**config.mk**
```make
export PLATFORM = sky130hd
export DESIGN_NAME = serial_command_byte_parser
export DESIGN_NICKNAME = d
export VERILOG_FILES = /design/src/rtl/scbp_pkg.sv /design/src/rtl/scbp_decode.sv /design/src/rtl/serial_command_byte_parser.sv
export SDC_FILE = /design/constraint.sdc
export NUM_CORES = 1
export LEC_CHECK = 0
export ABC_AREA = 0
export BUFFER_PORTS_ARGS = -buffer_cell sky130_fd_sc_hd__buf_2
export CAP_MARGIN = 20
export CELL_PAD_IN_SITES_DETAIL_PLACEMENT = 1
export CELL_PAD_IN_SITES_GLOBAL_PLACEMENT = 1
export CORE_MARGIN = 2
export CORE_UTILIZATION = 47
export DETAILED_ROUTE_END_ITERATION = 16
export GPL_ROUTABILITY_DRIVEN = 0
export GPL_TIMING_DRIVEN = 1
export PLACE_DENSITY = 0.82
export SETUP_SLACK_MARGIN = 0.02
export SYNTH_ARGS = -nofsm -noshare
export SYNTH_HDL_FRONTEND = slang
export SYNTH_SLANG_ARGS = --single-unit
```
**constraint.sdc**
```tcl
create_clock -name clock -period 4.3 [get_ports clock]
set_input_delay 0.645 -clock clock [delete_from_list [all_inputs] [get_ports clock]]
set_output_delay 0.645 -clock clock [all_outputs]
set_load 0.005 [all_outputs]
```
**src/rtl/scbp_pkg.sv**
```systemverilog
// ----------------------------------------------------------------------------
// scbp_pkg
// Shared types and constants for the serial command byte parser.
// ----------------------------------------------------------------------------
package scbp_pkg;

   // ASCII codes recognized by the parser
   localparam logic [7:0] ASCII_A    = 8'h41;
   localparam logic [7:0] ASCII_B    = 8'h42;
   localparam logic [7:0] ASCII_C    = 8'h43;
   localparam logic [7:0] ASCII_P    = 8'h50;
   localparam logic [7:0] ASCII_ZERO = 8'h30;
   localparam logic [7:0] ASCII_ONE  = 8'h31;
   localparam logic [7:0] ASCII_TWO  = 8'h32;
   localparam logic [7:0] ASCII_THREE = 8'h33;

   // Decimal place weights for the duty digits
   localparam logic [7:0] WEIGHT_HUNDREDS = 8'd100;
   localparam logic [7:0] WEIGHT_TENS     = 8'd10;

   // Result command codes
   typedef enum logic [1:0] {
      CMD_READ_CH3 = 2'd0,
      CMD_READ_CH0 = 2'd1,
      CMD_MEASURE  = 2'd2,
      CMD_SET_DUTY = 2'd3
   } command_type;

   // One result item
   typedef struct packed {
      command_type command;
      logic [1:0]  duty_channel;
      logic [7:0]  duty_value;
   } rsp_type;

   // Decoder output toward the result register
   typedef struct packed {
      logic    valid;
      rsp_type rsp;
   } result_type;

endpackage

```
**src/rtl/scbp_decode.sv**
```systemverilog
// ----------------------------------------------------------------------------
// scbp_decode
// Command state machine: consumes one byte per fire, collects the duty
// command bytes and produces at most one result item per byte.
// ----------------------------------------------------------------------------
module scbp_decode
   import scbp_pkg::*;
(
   input  logic       clock,
   input  logic       reset,
   input  logic       fire,
   input  logic [7:0] byte_in,
   output result_type result
);

   typedef enum logic [2:0] {
      ST_IDLE,
      ST_CHAN,
      ST_DIG_A,
      ST_DIG_B,
      ST_DIG_C
   } state_type;

   state_type  state_ff, state_in;
   logic [7:0] chan_ff, chan_in;
   logic [7:0] dig_a_ff, dig_a_in;
   logic [7:0] dig_b_ff, dig_b_in;

   logic       chan_ok;
   logic [7:0] duty_sum;

   // Channel must be '1'..'3'; duty is 100a + 10b + c, wrapped to 8 bits
   assign chan_ok  = (chan_ff == ASCII_ONE) || (chan_ff == ASCII_TWO) ||
                     (chan_ff == ASCII_THREE);
   assign duty_sum = WEIGHT_HUNDREDS * (dig_a_ff - ASCII_ZERO)
                   + WEIGHT_TENS * (dig_b_ff - ASCII_ZERO)
                   + (byte_in - ASCII_ZERO);

   // Next state and result
   always_comb begin
      state_in = state_ff;
      chan_in  = chan_ff;
      dig_a_in = dig_a_ff;
      dig_b_in = dig_b_ff;
      result   = '0;
      if (fire) begin
         case (state_ff)
            ST_IDLE: begin
               case (byte_in)
                  ASCII_A: begin
                     result.valid       = 1'b1;
                     result.rsp.command = CMD_READ_CH3;
                  end
                  ASCII_B: begin
                     result.valid       = 1'b1;
                     result.rsp.command = CMD_READ_CH0;
                  end
                  ASCII_C: begin
                     result.valid       = 1'b1;
                     result.rsp.command = CMD_MEASURE;
                  end
                  ASCII_P: begin
                     state_in = ST_CHAN;
                  end
                  default: begin
                     state_in = ST_IDLE;
                  end
               endcase
            end
            ST_CHAN: begin
               chan_in  = byte_in;
               state_in = ST_DIG_A;
            end
            ST_DIG_A: begin
               dig_a_in = byte_in;
               state_in = ST_DIG_B;
            end
            ST_DIG_B: begin
               dig_b_in = byte_in;
               state_in = ST_DIG_C;
            end
            ST_DIG_C: begin
               state_in = ST_IDLE;
               // bad channel drops the command silently
               if (chan_ok) begin
                  result.valid            = 1'b1;
                  result.rsp.command      = CMD_SET_DUTY;
                  result.rsp.duty_channel = chan_ff[1:0];
                  result.rsp.duty_value   = duty_sum;
               end
            end
            default: begin
               state_in = ST_IDLE;
            end
         endcase
      end
   end

   // State and collected bytes
   always_ff @(posedge clock) begin
      if (reset) begin
         state_ff <= ST_IDLE;
      end else begin
         state_ff <= state_in;
      end
      chan_ff  <= chan_in;
      dig_a_ff <= dig_a_in;
      dig_b_ff <= dig_b_in;
   end

endmodule

```
**src/rtl/serial_command_byte_parser.sv**
```systemverilog
// ----------------------------------------------------------------------------
// serial_command_byte_parser
// Recognizes single-byte read/measure commands and five-byte duty commands
// from a stream of received serial bytes.
// ----------------------------------------------------------------------------
// Usage:
//   Input channel req_*: one received byte per item on req_rx_byte.
//   Result channel rsp_*: command, duty channel and duty value. 'A', 'B' and
//   'C' in idle each give one item; 'P' + channel + three digits gives one
//   set-duty item on the last byte, or none if the channel is not '1'..'3'.
//   All other bytes give no item.
//   Path: an accepted byte waits in the input register, then is decoded
//   into the result register, which drives rsp_* until it is taken.
//   Throughput: one byte per cycle while rsp_stall is low; the decoder
//   state machine updates once per byte and the result register frees
//   itself as the receiver takes it.
//   Stall: while rsp_stall holds a waiting result, one more byte may sit in
//   the input register; req_stall then rises until the result is taken.
//   Reset (synchronous, active high) empties both registers and returns the
//   parser to idle; a partly received duty command is discarded.
// ----------------------------------------------------------------------------
module serial_command_byte_parser
   import scbp_pkg::*;
(
   input  logic       clock,
   input  logic       reset,
   input  logic       req_valid,
   output logic       req_stall,
   input  logic [7:0] req_rx_byte,
   output logic       rsp_valid,
   input  logic       rsp_stall,
   output logic [1:0] rsp_command,
   output logic [1:0] rsp_duty_channel,
   output logic [7:0] rsp_duty_value
);

   logic       in_valid_ff, in_valid_in;
   logic [7:0] in_byte_ff;
   logic       out_valid_ff, out_valid_in;
   rsp_type    out_data_ff, out_data_in;

   logic       req_accept;
   logic       in_move;
   result_type result;

   // Input register moves on when the result register is free or draining
   assign in_move    = in_valid_ff && (!out_valid_ff || !rsp_stall);
   assign req_stall  = in_valid_ff && !in_move;
   assign req_accept = req_valid && !req_stall;

   scbp_decode u_decode (
      .clock   (clock),
      .reset   (reset),
      .fire    (in_move),
      .byte_in (in_byte_ff),
      .result  (result)
   );

   // Next values of both registers
   always_comb begin
      in_valid_in  = in_valid_ff;
      out_valid_in = out_valid_ff;
      out_data_in  = out_data_ff;
      if (req_accept) begin
         in_valid_in = 1'b1;
      end else if (in_move) begin
         in_valid_in = 1'b0;
      end
      if (in_move) begin
         out_valid_in = result.valid;
         if (result.valid) begin
            out_data_in = result.rsp;
         end
      end else if (out_valid_ff && !rsp_stall) begin
         out_valid_in = 1'b0;
      end
   end

   always_ff @(posedge clock) begin
      if (reset) begin
         in_valid_ff  <= 1'b0;
         out_valid_ff <= 1'b0;
      end else begin
         in_valid_ff  <= in_valid_in;
         out_valid_ff <= out_valid_in;
      end
      if (req_accept) begin
         in_byte_ff <= req_rx_byte;
      end
      out_data_ff <= out_data_in;
   end

   assign rsp_valid        = out_valid_ff;
   assign rsp_command      = out_data_ff.command;
   assign rsp_duty_channel = out_data_ff.duty_channel;
   assign rsp_duty_value   = out_data_ff.duty_value;

endmodule

```
==> summary.md <==
| Metric | Value |
|---|---|
| Fmax | between 200 and 300 MHz |
| DIE AREA | 5490 sq um |
| Peak VDD IR | 229 uV |
| CTS clk-pin slew, worst paths | 90 ps |
| Post-route clock skew | 12.3 ps |
| Avg Synthesized Cell Area | 13.7 sq um |
| CORE AREA | 4720 sq um |
| TNS Setup | 0 ps |
| Min Hold Slack | 518 ps |
| Met2 routed WL | 2470 microns |
| Hold WC Path Type | input pin to flop |
| Slew @ Worst Pin | 611 ps |
| Req. time, crit path | 4460 ps |
| Sink Count | 46 |
| Total GRT Usage | 19.2% |
| Chip height | 74.1 microns |
| Critical path arrival | 3850 ps |
| Final nets | 240 |
| Vias | between 1k and 1.5k |
| Initial antenna violation count | 0 |
| Met3 Wirelength | 152 microns |
| Antenna Nets Post-Route | 0 |
| Antenna diode count | 0 |
| RSZ-0062 raised after global routing | false |
| Crit path capture type | flop |
| Prevailing post-synth register cell | edfxtp_1 |
| Syn nets | 210 |
| # IOs | 26 |
| Post-CTS Setup Inserts | 0 |
| DRC | 0 |
| First-pass GRT wire length | roughly 7600 microns |
| Post-CTS sizing | 0 |
| CTS tree | done |
| Total iterations of the first detailed-routing run | 4 |
| Number of global-route vias before repair | roughly 1.6k |
| Average wire per standard cell | 16.8 microns |
| Status | complete, no violations |
| CTS Hold Bufs | 0 |
| Final count of hold timing violations | 0 |
| DR iter-0 viols | roughly 50 |
| Max Cap Viol | 0 |
| CTS max path bufs | 2 |
| Initial Util | 48.8% |
| Grt ovf | 0 |
| Crit start category | flop |
| Setup violators final | 0 |
| Die Width | about 74 microns |
| CP Class | flop to flop |
| Pwr/cell area | about 360 nW/um^2 |
| Area Overhead vs Synth | 14.7% |
| Rows | 25 |
| Max transition margin | 59.2% |
| Final HPWL DP | 3490 microns |
| DP Area | 2510 sq um |
| Yosys warns | 0 |
| Design Area, Final | 2650 sq um |
| Mapped Cells | 169 |
| Htree depth | 2 |
| Slew Viols, Final | 0 |
| IO buf count | 25 |
| Synth Cell Area | 2310 sq um |
| Unique cell type count in the Yosys netlist | 25 |
| Post-route minimum period | about 3700 ps |
| Register area share after synthesis | 57.7% |
| Met1 wire length | 1770 microns |
| Final period util | 85.8% |
| Max FO, Critical Path | 3 |
| Clock Tree Root | clkbuf_8 |
| TritonCTS buffer count | 5 |
| Largest net degree at the start of global routing | 16 |
| Vias per cell | 5.17 |
| Fraction of layout cells with a size suffix above 1 | 17.0% |
| Synth Register Bits | 46 |
| Async S/R FF share, synth | 0% |
| Top sig layer | met4 |
| Pleak | 1.14 nW |
| Post-Route WL | around 4500 microns |
| Clk_lat worst skew | 300 ps |
| Number of synthesized flops with an enable pin | 41 |
## per-layer routing
metal  up-vias  GRT usage [%]
met5         -              0
met1       678           22.2
met2        37           35.4
li1        651              -
met3        14           3.66
met4         0           7.07
## cell usage in the layout (no fill, tap or decap)
cell type   n
edfxtp_1   41
buf_2      25
ha_1       22
inv_1      18
nor2_1     13
xnor2_1     9
nand2_1     7
fa_1        7
and2_1      6
a21oi_1     6
and3_1      5
clkbuf_8    5
dfxtp_1     5
nor3_1      4
a21o_1      4
nand3_1     3
o21ai_0     3
xor2_1      3
xnor3_1     3
nor2b_1     2
bufinv_16   2
or4b_1      1
nor4_1      1
or2_2       1
a31oi_1     1
nor4b_1     1
a221oi_1    1
clkinv_4    1
## through the flow
stage	setup slack (ps)	util, %	total power (W)	std cells
after floorplan	793	-	0.000566	169
after global placement	725	53.1	0.000586	259
after detailed placement	592	53.1	0.000593	259
after CTS	576	56.0	0.000967	267
after global routing	385	56.0	0.000995	267
final	609	56.0	0.000962	267
## worst max-delay path, stage by stage, from the launching register on
cell and delay [ps]:
edfxtp_1 440, ha_1 330, ha_1 240, fa_1 540
inv_1 50, fa_1 500, inv_1 40, ha_1 280
ha_1 340, a21o_1 200, a21oi_1 180, xnor3_1 320
nor2_1 90
## area by class of cell
class	instances	area, sq um
inverters	18	67.6
well taps	67	83.8
repair buffers	25	125
flip-flops and latches	46	1330
clock inverters	3	68.8
clock buffers	5	68.8
fillers	491	2080
multi-input cells	103	901
## path summary, 6_finish.rpt
| check | from | to | slack, ps | cells past startpoint |
|---|---|---|---|---|
| max | u_decode.dig_b_ff[1] | rsp_duty_value[7] | 610 | 12 |
| min | req_rx_byte[2] | in_byte_ff[2] | 520 | 1 |
| min reg2reg | in_byte_ff[7] | u_decode.chan_ff[7] | 550 | 0 |
| max reg2reg | u_decode.dig_b_ff[1] | rsp_duty_value[7] | 610 | 12 |
## cells in the mapped netlist (4+ instances only)
master     n  area (sq um)
nor3_1     4          20.0
and3_1     5          31.3
a21o_1     4          30.0
fa_1       7           140
a21oi_1    6          30.0
xnor2_1    9          78.8
nand2_1    7          26.3
nor2_1    13          48.8
ha_1      22           275
dfxtp_1    5           100
and2_1     6          37.5
edfxtp_1  41          1230
inv_1     18          67.6
## state kept, by name, summed over array words and instances (netlist names)
| signal | count |
|---|---|
| rsp_command | 2 |
| u_decode.dig_a_ff | 6 |
| in_byte_ff | 8 |
| in_valid_ff | 1 |
| rsp_duty_value | 8 |
| u_decode.state_ff | 3 |
| rsp_valid | 1 |
| u_decode.chan_ff | 8 |
| u_decode.dig_b_ff | 7 |
| rsp_duty_channel | 2 |
## report_power, final
group	leakage [nW]	switching, W	internal, W
Combinational	0.651	0.0000367	0.0000359
Clock	0.0683	0.000147	0.000233
Sequential	0.424	0.0000134	0.000496
## logic make-up after synthesis
kind of cell | after synthesis | share of synthesized area [%]
compound gates | 15 | 3.90
simple gates | 44 | 9.65
flops | 46 | 57.7
fa+ha+maj | 29 | 18.0
xor+xnor | 15 | 7.48
buf+inv | 20 | 3.25
Power figures use the tool's default switching activity.
